--- config.mk ---
export PLATFORM = sky130hd
export DESIGN_NAME = gms_fifo
export DESIGN_NICKNAME = d
export VERILOG_FILES = /design/src/gms_fifo.sv
export SDC_FILE = /design/constraint.sdc
export NUM_CORES = 1
export LEC_CHECK = 0
export BUFFER_PORTS_ARGS = -buffer_cell sky130_fd_sc_hd__buf_4
export CORE_MARGIN = 3
export CORE_UTILIZATION = 59
export CTS_CLUSTER_SIZE = 20
export DETAILED_ROUTE_END_ITERATION = 16
export GPL_TIMING_DRIVEN = 0
export PLACE_DENSITY = 0.82
export SLEW_MARGIN = 40
export SYNTH_ARGS = -nofsm -noshare
export SYNTH_HDL_FRONTEND = slang
export SYNTH_SLANG_ARGS = --single-unit
--- constraint.sdc ---
create_clock -name clk_i -period 6.2 [get_ports clk_i]
set_input_delay 0.31 -clock clk_i [delete_from_list [all_inputs] [get_ports clk_i]]
set_output_delay 0.31 -clock clk_i [all_outputs]
set_load 0.01 [all_outputs]
--- src/gms_fifo.sv ---
// small register queue between the front and back parts
module gms_fifo #(
  parameter int unsigned WIDTH = 8,
  parameter int unsigned DEPTH = 4
) (
  input  logic             clk_i,
  input  logic             rst_ni,
  input  logic             push_valid_i,
  output logic             push_ready_o,
  input  logic [WIDTH-1:0] push_data_i,
  output logic             pop_valid_o,
  input  logic             pop_ready_i,
  output logic [WIDTH-1:0] pop_data_o
);

  localparam int unsigned PTR_W = (DEPTH > 1) ? $clog2(DEPTH) : 1;
  localparam int unsigned CNT_W = $clog2(DEPTH + 1);
  localparam logic [PTR_W-1:0] PTR_LAST = PTR_W'(DEPTH - 1);
  localparam logic [CNT_W-1:0] CNT_FULL = CNT_W'(DEPTH);

  logic [WIDTH-1:0] slot_q [DEPTH];
  logic [PTR_W-1:0] wr_ptr_q, wr_ptr_d, rd_ptr_q, rd_ptr_d;
  logic [CNT_W-1:0] count_q, count_d;
  logic             push, pop;

  assign push_ready_o = (count_q != CNT_FULL);
  assign pop_valid_o  = (count_q != '0);
  assign push         = push_valid_i && push_ready_o;
  assign pop          = pop_valid_o && pop_ready_i;
  assign pop_data_o   = slot_q[rd_ptr_q];

  always_comb begin
    wr_ptr_d = wr_ptr_q;
    rd_ptr_d = rd_ptr_q;
    count_d  = count_q;
    if (push) begin
      wr_ptr_d = (wr_ptr_q == PTR_LAST) ? '0 : wr_ptr_q + 1'b1;
    end
    if (pop) begin
      rd_ptr_d = (rd_ptr_q == PTR_LAST) ? '0 : rd_ptr_q + 1'b1;
    end
    if (push && !pop) begin
      count_d = count_q + 1'b1;
    end else if (pop && !push) begin
      count_d = count_q - 1'b1;
    end
  end

  always_ff @(posedge clk_i or negedge rst_ni) begin
    if (!rst_ni) begin
      wr_ptr_q <= '0;
      rd_ptr_q <= '0;
      count_q  <= '0;
    end else begin
      wr_ptr_q <= wr_ptr_d;
      rd_ptr_q <= rd_ptr_d;
      count_q  <= count_d;
    end
  end

  always_ff @(posedge clk_i) begin
    if (push) begin
      slot_q[wr_ptr_q] <= push_data_i;
    end
  end

endmodule

==> results.json <==
{
  "status": "completed",
  "cpMostUsedCell": "xor2_1",
  "insertion_delay_ns": 0.34,
  "cp.arrival_ns": 2.45,
  "yosysWarningCount": 0,
  "h-tree-depth": 2,
  "synthesis.nets": 97,
  "dieArea_sq_um": 3362,
  "dp_hpwl_microns": 1706,
  "rows": 18,
  "peakVddDrop_mv": 0.3055,
  "synth_top_flop_cell": "edfxtp_1",
  "synth.distinct_cells": 18,
  "synth-edff-count": 32,
  "nets": 126,
  "yosys.area.top_type": "edfxtp_1",
  "maxCapViolations": 0,
  "place_inst": 129,
  "multiInputGateArea_sq_um": 437.9,
  "worst_slew_pin_slew_ns": 0.5427,
  "synth_top_area_frac": 0.6028,
  "period_needed_ns": 2.190,
  "wl_per_cell_microns": 17.66,
  "synth-simple-area-share": 0.04553,
  "synth_compound_area_frac": 0,
  "p_leak_nw": 0.7081,
  "seqCellArea_sq_um": 1136,
  "rr_startpoint": "count_q[0]$_DFFE_PN0P_",
  "final_core_util": 0.7326,
  "clock_path_buffers": 2,
  "yosysMostFrequentCell": "edfxtp_1",
  "postCtsSetupBuffers": 0,
  "min_period_over_period": 0.3532,
  "antennaDiodeCount": 0,
  "skew_ns": 0.008170,
  "finalWorstSetupSlack_ns": 4.010,
  "path_cells": "or3_2 -> nand2_1 -> ha_1 -> inv_1 -> fa_1 -> xor2_1 -> nor2_1 -> xor2_1",
  "hold_buffers": 1,
  "port-buffer-count": 21,
  "gp_congestion": 0.7647,
  "grt_pass1_vias": 855,
  "gr-total-overflow": 0,
  "cts.clk_slew.worst_paths_ns": 0.10,
  "synthMuxAreaShare": 0.1531,
  "cp_slowest_cell": "or3_2",
  "ff2ff_path_depth": 8,
  "rsz0062_at_grt": "no",
  "setup_viol": 0,
  "synth-async-reset-ratio": 0.1795,
  "ys_seq_area_frac": 0.7127,
  "drive_gt1_frac": 0.4352,
  "cp_max_fo": 4,
  "ys_seq_elements": 39,
  "fin_cells": 138,
  "syn_area_sq_um": 1594,
  "grt_use_met1": 0.2294,
  "startpoint": "count_q[0]$_DFFE_PN0P_",
  "die_y_microns": 57.98,
  "cts_resized": 0,
  "cts.sinks": 39,
  "r2r_end": "count_q[2]$_DFFE_PN0P_",
  "met2_usage": 0.2758,
  "slew_headroom": 0.6382,
  "die_w_microns": 57.98,
  "synth_commonest_cells": "edfxtp_1 (32), mux4_2 (8), dfrtp_1 (7)",
  "grt_first_pass_wirelength_microns": 4167,
  "drc_errors": 0,
  "powerDensity_nw_per_um2": 450.6,
  "synth_top_family_by_area": "multiplexers",
  "crit_end": "count_q[2]$_DFFE_PN0P_",
  "synth_fa_ha_area_frac": 0.05965,
  "start_kind": "flop",
  "place_ws_ns": 4.055,
  "synthXorXnorAreaFrac": 0.01648,
  "wl_microns": 2437,
  "coreArea_sq_um": 2522,
  "cts_buffers": 5,
  "crit_type": "reg -> reg",
  "tritoncts": "done",
  "cts-root-buf": "clkbuf_4",
  "tns_ns": 0,
  "first_iter_violations": 34,
  "use_met3": 0.05345,
  "filler_cell_count": 166,
  "dr.pass1.iters": 4,
  "cp_data_required_time_ns": 6.46,
  "netlist_instances": 78,
  "cp-end-kind": "flop",
  "grt_max_degree": 12,
  "areaGrowthSynthToFinish_pct": 15.93,
  "viasPerCell": 5.594,
  "grt_usage": 0.1733,
  "antenna_left": 0,
  "busiest_layer": "met2",
  "start_util": 0.6319,
  "max_freq_mhz": 456.7,
  "vias": 772,
  "num_io_pins": 22,
  "synthTopCellsByArea": "edfxtp_1 (60%), mux4_2 (11%), dfrtp_1 (11%)",
  "regToRegSetupSlack_ns": 4.01,
  "finalHoldViolCount": 0,
  "hp-class": "in -> reg",
  "slew_violations": 0,
  "critPathMaxStageDelay_ns": 0.48,
  "syn_area_per_cell_sq_um": 20.44,
  "antenna_found_initial": 0
}
flip-flops by register name, indices dropped and copies added, names as in the netlist:
register / count
count_q: 3
rd_ptr_q: 2
wr_ptr_q: 2
slot_q: 32
report_power, final:
group / switching (W) / leakage (nW) / internal (W) / total (W)
Clock: 0.0000733 / 0.0265 / 0.0000452 / 0.000119
Combinational: 0.000148 / 0.306 / 0.000178 / 0.000327
Sequential: 0.0000326 / 0.375 / 0.000355 / 0.000387
critical path, delay by kind of cell (launching register included):
kind | cells | cell delay, ns
AND/OR/NAND/NOR | 3 | 0.74
adder cells (fa/ha/maj) | 2 | 0.57
flip-flops | 1 | 0.45
XOR/XNOR | 2 | 0.30
buffers and inverters | 1 | 0.06
metrics by stage:
step,area (sq um),power [W],hold slack [ns]
6_report,1848,0.0008327,0.1670
5_1_grt,1848,0.0008902,0.1441
4_1_cts,1848,0.0008452,0.1587
3_5_place_dp,1789,0.0007264,0.1307
3_3_place_gp,1789,0.0007051,0.1267
2_1_floorplan,1594,0.0006046,0.01441
worst min path at each step:
stage,start,to,cells after the start
2_1_floorplan,rst_ni,count_q[0]$_DFFE_PN0P_,0
3_3_place_gp,rst_ni,count_q[0]$_DFFE_PN0P_,1
3_5_place_dp,rst_ni,rd_ptr_q[0]$_DFFE_PN0P_,1
4_1_cts,push_data_i[6],slot_q[2][6]$_DFFE_PP_,1
5_1_grt,push_data_i[4],slot_q[1][4]$_DFFE_PP_,1
6_report,push_data_i[6],slot_q[2][6]$_DFFE_PP_,1
area by class of cell:
type / instances / area share
inverter: 3 / 0.006093
timing repair buffer: 22 / 0.09072
multi-input combinational: 34 / 0.2370
clock buffer: 8 / 0.02640
sequential: 39 / 0.6148
buffer: 2 / 0.004739
tap: 30 / 0.02031
per-layer routing:
layer,share of wire,vias to the layer above
met5,0,-
met4,0.017,0
met1,0.42,380
li1,-,362
met2,0.52,24
met3,0.050,6
cell usage in the layout (no fill, tap or decap), types with 2 or more instances in the layout:
cell      netlist  final
edfxtp_1       32     32
clkbuf_1        0      3
clkbuf_4        0      5
nor2_1          3      3
mux4_2          8      8
ha_1            6      6
mux2_2          3      3
mux2_4          2      2
and3_2          4      4
dfrtp_1         7      7
buf_4           0     21
inv_1           3      3
xor2_1          2      2
logic make-up (layout without fill, tap and decap cells):
group / after synthesis / after routing
buf+inv: 5 / 35
flops: 39 / 39
mux: 13 / 13
simple gates: 11 / 11
xor+xnor: 3 / 3
fa+ha+maj: 7 / 7
Note: power is estimated with default switching activity, not from simulation.
