<file path="config.mk">
export PLATFORM = sky130hd
export DESIGN_NAME = gms_front
export DESIGN_NICKNAME = d
export VERILOG_FILES = /design/src/gms_pkg.sv /design/src/gms_front.sv
export SDC_FILE = /design/constraint.sdc
export NUM_CORES = 2
export LEC_CHECK = 0
export ABC_AREA = 1
export CORE_ASPECT_RATIO = 0.7
export CORE_MARGIN = 5
export CORE_UTILIZATION = 35
export DETAILED_ROUTE_END_ITERATION = 10
export DONT_BUFFER_PORTS = 1
export PLACE_DENSITY = 0.63
export REMOVE_ABC_BUFFERS = 1
export SLEW_MARGIN = 10
export SYNTH_ARGS = -nofsm -noshare
export SYNTH_HDL_FRONTEND = slang
export SYNTH_SLANG_ARGS = --single-unit
</file>
<file path="constraint.sdc">
create_clock -name clk_i -period 7.9 [get_ports clk_i]
set_input_delay 0.79 -clock clk_i [delete_from_list [all_inputs] [get_ports clk_i]]
set_output_delay 0.79 -clock clk_i [all_outputs]
set_load 0.02 [all_outputs]
</file>
<file path="src/gms_pkg.sv">
// shared types and constants for the min/max height grid ground segmentation block
package gms_pkg;

  localparam int unsigned COORD_W   = 18;
  localparam int unsigned RECIP_W   = 25;
  localparam int unsigned GRID_W    = 7;
  localparam int unsigned THRESH_W  = 18;
  localparam int unsigned CFG_IDX_W = 2;
  localparam int unsigned CFG_DATA_W = 25;
  localparam int unsigned Q_BITS    = 24;
  localparam int unsigned PROD_W    = COORD_W + RECIP_W + 1;
  localparam int unsigned SUM_W     = PROD_W + 1;
  localparam int unsigned GSAT_W    = 9;
  localparam int unsigned EPOCH_W   = 8;
  localparam int unsigned QUEUE_DEPTH = 4;

  localparam logic [CFG_IDX_W-1:0] CFG_GRID_IN_USE      = 2'd0;
  localparam logic [CFG_IDX_W-1:0] CFG_CELL_RECIPROCAL  = 2'd1;
  localparam logic [CFG_IDX_W-1:0] CFG_HEIGHT_THRESHOLD = 2'd2;

  localparam logic [GRID_W-1:0]   GRID_IN_USE_RST      = 7'd64;
  localparam logic [RECIP_W-1:0]  CELL_RECIPROCAL_RST  = 25'd83886;
  localparam logic [THRESH_W-1:0] HEIGHT_THRESHOLD_RST = 18'd150;

  typedef enum logic [1:0] {
    OP_ACCUMULATE = 2'd0,
    OP_CLASSIFY   = 2'd1,
    OP_NEW_FRAME  = 2'd2
  } gms_op_e;

  typedef enum logic [2:0] {
    ST_CLEAR  = 3'b001,
    ST_IDLE   = 3'b010,
    ST_UPDATE = 3'b100
  } gms_state_e;

  typedef struct packed {
    gms_op_e                    op;
    logic signed [COORD_W-1:0]  z;
    logic                       in_grid;
  } gms_cmd_t;

  typedef struct packed {
    logic clearing;
  } gms_status_t;

endpackage

</file>
<file path="src/gms_front.sv">
// front part: accepts points and maps them to grid cells
module gms_front #(
  parameter int unsigned GRID_SIZE = 64
) (
  input  logic                                      clk_i,
  input  logic                                      rst_ni,
  input  logic                                      in_valid_i,
  output logic                                      in_ready_o,
  input  logic [1:0]                                operation_i,
  input  logic signed [gms_pkg::COORD_W-1:0]        point_x_i,
  input  logic signed [gms_pkg::COORD_W-1:0]        point_y_i,
  input  logic signed [gms_pkg::COORD_W-1:0]        point_z_i,
  input  logic [gms_pkg::GRID_W-1:0]                grid_in_use_i,
  input  logic [gms_pkg::RECIP_W-1:0]               cell_reciprocal_i,
  input  gms_pkg::gms_status_t                      status_i,
  output logic                                      push_valid_o,
  input  logic                                      push_ready_i,
  output gms_pkg::gms_cmd_t                         cmd_o,
  output logic [$clog2(GRID_SIZE*GRID_SIZE)-1:0]    cell_o
);

  localparam int unsigned IDX_W  = $clog2(GRID_SIZE);
  localparam int unsigned CELL_W = $clog2(GRID_SIZE * GRID_SIZE);
  localparam int unsigned SUM_W  = gms_pkg::SUM_W;
  localparam int unsigned Q_BITS = gms_pkg::Q_BITS;
  localparam int unsigned QUO_W  = SUM_W - Q_BITS;
  localparam int unsigned GSAT_W = gms_pkg::GSAT_W;
  localparam logic [GSAT_W-1:0] G_MAX  = GSAT_W'(GRID_SIZE);
  localparam logic [GSAT_W-1:0] G_MIN  = GSAT_W'(2);
  localparam logic [CELL_W-1:0] GRID_C = CELL_W'(GRID_SIZE);

  logic                                    s_valid_q, s_valid_d;
  gms_pkg::gms_op_e                        s_op_q;
  logic signed [gms_pkg::COORD_W-1:0]      s_z_q;
  logic signed [gms_pkg::PROD_W-1:0]       prod_x_q, prod_y_q, prod_x_d, prod_y_d;
  logic [GSAT_W-1:0]                       g_sat;
  logic signed [SUM_W-1:0]                 half_q24, sum_x, sum_y;
  logic [IDX_W:0]                          ax_x, ax_y;
  logic                                    accept;

  function automatic logic [IDX_W:0] axis_cell(logic signed [SUM_W-1:0] s,
                                               logic [GSAT_W-1:0] g);
    logic [QUO_W-1:0] q;
    logic             ok;
    logic [IDX_W-1:0] idx;
    q   = s[SUM_W-1:Q_BITS];
    idx = '0;
    if (s[SUM_W-1]) begin
      ok = (&q) && (|s[Q_BITS-1:0]);
    end else begin
      ok = (q < QUO_W'(g));
      if (ok) begin
        idx = q[IDX_W-1:0];
      end
    end
    return {ok, idx};
  endfunction

  assign in_ready_o = !status_i.clearing && (!s_valid_q || push_ready_i);
  assign accept     = in_valid_i && in_ready_o;

  // operands are the raw input ports, products land in the stage register
  assign prod_x_d = point_x_i * $signed({1'b0, cell_reciprocal_i});
  assign prod_y_d = point_y_i * $signed({1'b0, cell_reciprocal_i});

  always_comb begin
    g_sat = {{(GSAT_W - gms_pkg::GRID_W){1'b0}}, grid_in_use_i};
    if (g_sat < G_MIN) begin
      g_sat = G_MIN;
    end else if (g_sat > G_MAX) begin
      g_sat = G_MAX;
    end
  end

  assign half_q24 = $signed(SUM_W'(g_sat >> 1) << Q_BITS);
  assign sum_x    = half_q24 + SUM_W'(prod_x_q);
  assign sum_y    = half_q24 + SUM_W'(prod_y_q);
  assign ax_x     = axis_cell(sum_x, g_sat);
  assign ax_y     = axis_cell(sum_y, g_sat);

  assign push_valid_o  = s_valid_q;
  assign cmd_o.op      = s_op_q;
  assign cmd_o.z       = s_z_q;
  assign cmd_o.in_grid = ax_x[IDX_W] && ax_y[IDX_W];
  assign cell_o        = CELL_W'(CELL_W'(ax_x[IDX_W-1:0]) * GRID_C) + CELL_W'(ax_y[IDX_W-1:0]);

  always_comb begin
    s_valid_d = s_valid_q;
    if (accept) begin
      s_valid_d = 1'b1;
    end else if (push_ready_i) begin
      s_valid_d = 1'b0;
    end
  end

  always_ff @(posedge clk_i or negedge rst_ni) begin
    if (!rst_ni) begin
      s_valid_q <= 1'b0;
    end else begin
      s_valid_q <= s_valid_d;
    end
  end

  always_ff @(posedge clk_i) begin
    if (accept) begin
      s_op_q   <= gms_pkg::gms_op_e'(operation_i);
      s_z_q    <= point_z_i;
      prod_x_q <= prod_x_d;
      prod_y_q <= prod_y_d;
    end
  end

endmodule

</file>
==> results.cfg <==
[final_layout]
final_cell_area_mm2 = 0.0381
layout_commonest_cell = inv_1
layout_common_cells = inv_1, nand2_1, fa_1, ha_1, nor2_1
drive_gt1_frac = 0.0133
final_nets = 5745
n_fill_cell = 10900
final_util = 0.366
area_delta_synth_final_pct = 3.61

[yosys]
yosys.area.top_type = fa_1
ys_seq_elements = 109
synth_area_leaders = fa_1, inv_1, nand2_1
synth_warnings = 0
synth_cell_type_count = 42
synthArstFlopShare = 0.00917
avgSynthCellArea_um2 = 7.68
netlist_area_mm2 = 0.0368
synth_top_area_share = 0.401
synth_edf_count = 108
ys_seq_area_frac = 0.0888
synthCells = 4791
synth_ff_type = edfxtp_1

[timing]
fmax_ghz = 0.166
setup_tns_ps = 0
setup_viol = 0
finalHoldViolations = 0
hold-worst-slack_ps = 68.4
fin_crit_sh = 0.764
slew_viol_final = 0
worst_pin_slew_ps = 839
slew_headroom = 0.441
min_period_ps = 6040
rsz0062_at_grt = no
fin_skew_ps = 11.5

[routing]
drt_iter0_drc = 2043
avgViaCountPerCell = 4.75
vias = 28600
drc = 0
wirelength_um = 103000
wl_per_cell_um = 17.1
final_antenna_net_count = 0
drtPass1Iterations = 5

[critical_path]
cp_slowest_cell = clkinv_1
rr_startpoint = push_valid_o
cp_common_cell = fa_1
path_delay_family = adder cells
arrival_ps = 6210
crit_chain = clkinv_1 -> nor2_1 -> fa_1 -> inv_1 -> fa_1 -> inv_1 -> fa_1 -> fa_1 -> fa_1 -> inv_1 -> fa_1 -> inv_1 -> ha_1 -> a21oi_1 -> o21ai_0 -> a21oi_1 -> nor2_1 -> a211oi_1 -> nand2_1 -> nand2_1 -> nand2_1
critPathMaxFanout = 17
crit_buf_inv = 5
crit_required_ps = 8070
reg2reg_slack_ps = 6050
start_kind = input pin
worst-setup-path-type = input pin to flop
worstRegToRegCells = 4
critPathCaptureType = flop
max_stage_delay_ps = 550
reg2reg_to = s_z_q[6]

[worst_hold_path]
holdCritPathClass = input pin to asynchronous set/reset pin

[clock_network]
cts_tree = yes
htree_levels = 3
post_cts_resized = 0
insertion_delay_ps = 420
cts_root_buffer = clkbuf_16
clk_pin_slew_worst_paths_ps = 80
clock-sinks = 109
cts.path.max_buffers = 2
cts_hold_buffers = 0
cts_buffers = 9
post-cts-setup-buffer-count = 0

[status]
status = completed

[floorplanning]
start_util = 0.353
die_w_um = 398
core_area_mm2 = 0.104
pin_count = 128
dieArea_mm2 = 0.112
num_rows = 99
die_y_um = 281

[grt]
grt_pass1_vias = 30000
grt_pass1_wl_um = 166000
grt_overflow = 0
antenna_found_initial = 5
grt_max_degree = 62
grtUsageTotal = 0.189

[run]
cap_violations = 0

[placement]
gp_congestion = 0.901
place_area_mm2 = 0.0378
dp_hpwl_um = 82600
portBuffers = 0
through the flow:
stage	setup WS, ps	cells
2_1_floorplan	-1070	4583
3_3_place_gp	1510	5999
3_5_place_dp	1410	5999
4_1_cts	1890	6015
5_1_grt	1500	6015
6_report	1860	6016
layer usage:
metal / track usage / vias to the layer above / wire length [um]
met5: 0 / - / 0
met1: 0.277 / 14300 / 48200
met3: 0.0393 / 66 / 8980
met2: 0.297 / 1010 / 44900
met4: 0.0273 / 0 / 1010
li1: - / 13300 / -
cell type report:
class                   count  area [um^2]  area share
flip-flops and latches    109         3270      0.0857
diodes                      1         2.50   0.0000656
inverters                1441         5410       0.142
clock inverters             7         91.3     0.00239
repair buffers              2         15.0    0.000394
clock buffers               9          225     0.00590
multi-input cells        3033        27400       0.717
well taps                1414         1770      0.0464
synthesized netlist by cell type, types with 2 or more instances:
library cell / number
inv_1: 1436
nand2_1: 1241
fa_1: 738
ha_1: 318
nor2_1: 244
clkbuf_1: 191
a21oi_1: 112
edfxtp_1: 108
nand3_1: 81
o21ai_0: 56
xor2_1: 52
nand4_1: 28
xnor2_1: 27
nor3_1: 20
buf_1: 17
nand2_2: 16
a31oi_1: 10
nand3b_1: 9
o21ai_1: 9
a21o_1: 8
nor4_1: 8
o21a_1: 8
nor2_2: 7
o21ai_2: 6
o2111ai_1: 5
a21boi_0: 4
a21oi_2: 4
inv_2: 4
o211ai_1: 4
and2_1: 3
o21bai_1: 3
a211oi_1: 2
nand3_2: 2
or2_2: 2
cell families after synthesis:
group	after synthesis	share of synthesized area
AND/OR/NAND/NOR	1664	0.179
flip-flops	109	0.0888
AO/OA/AOI/OAI	234	0.0359
buffers and inverters	1649	0.168
XOR/XNOR	79	0.0188
adder cells (fa/ha/maj)	1056	0.509
sequential cells by signal, summed over array words and instances, names as in the netlist:
name	cells
s_op_q	2
s_z_q	18
push_valid_o	1
prod_y_q	44
prod_x_q	44
worst max-delay path by stage:
| stage | from | to | slack (ps) | cells after the start |
|---|---|---|---|---|
| final | point_x_i[17] | prod_x_q[43] | 1860 | 21 |
| after global routing | point_x_i[17] | prod_x_q[43] | 1500 | 21 |
| after CTS | point_x_i[17] | prod_x_q[40] | 1890 | 17 |
| after detailed placement | point_x_i[17] | prod_x_q[40] | 1410 | 17 |
| after global placement | point_x_i[17] | prod_x_q[26] | 1510 | 17 |
| after floorplan | status_i | prod_x_q[0] | -1070 | 1 |
Power is not shown: default switching activity piles up to over one toggle a cycle in this logic, so the estimate is an artifact.
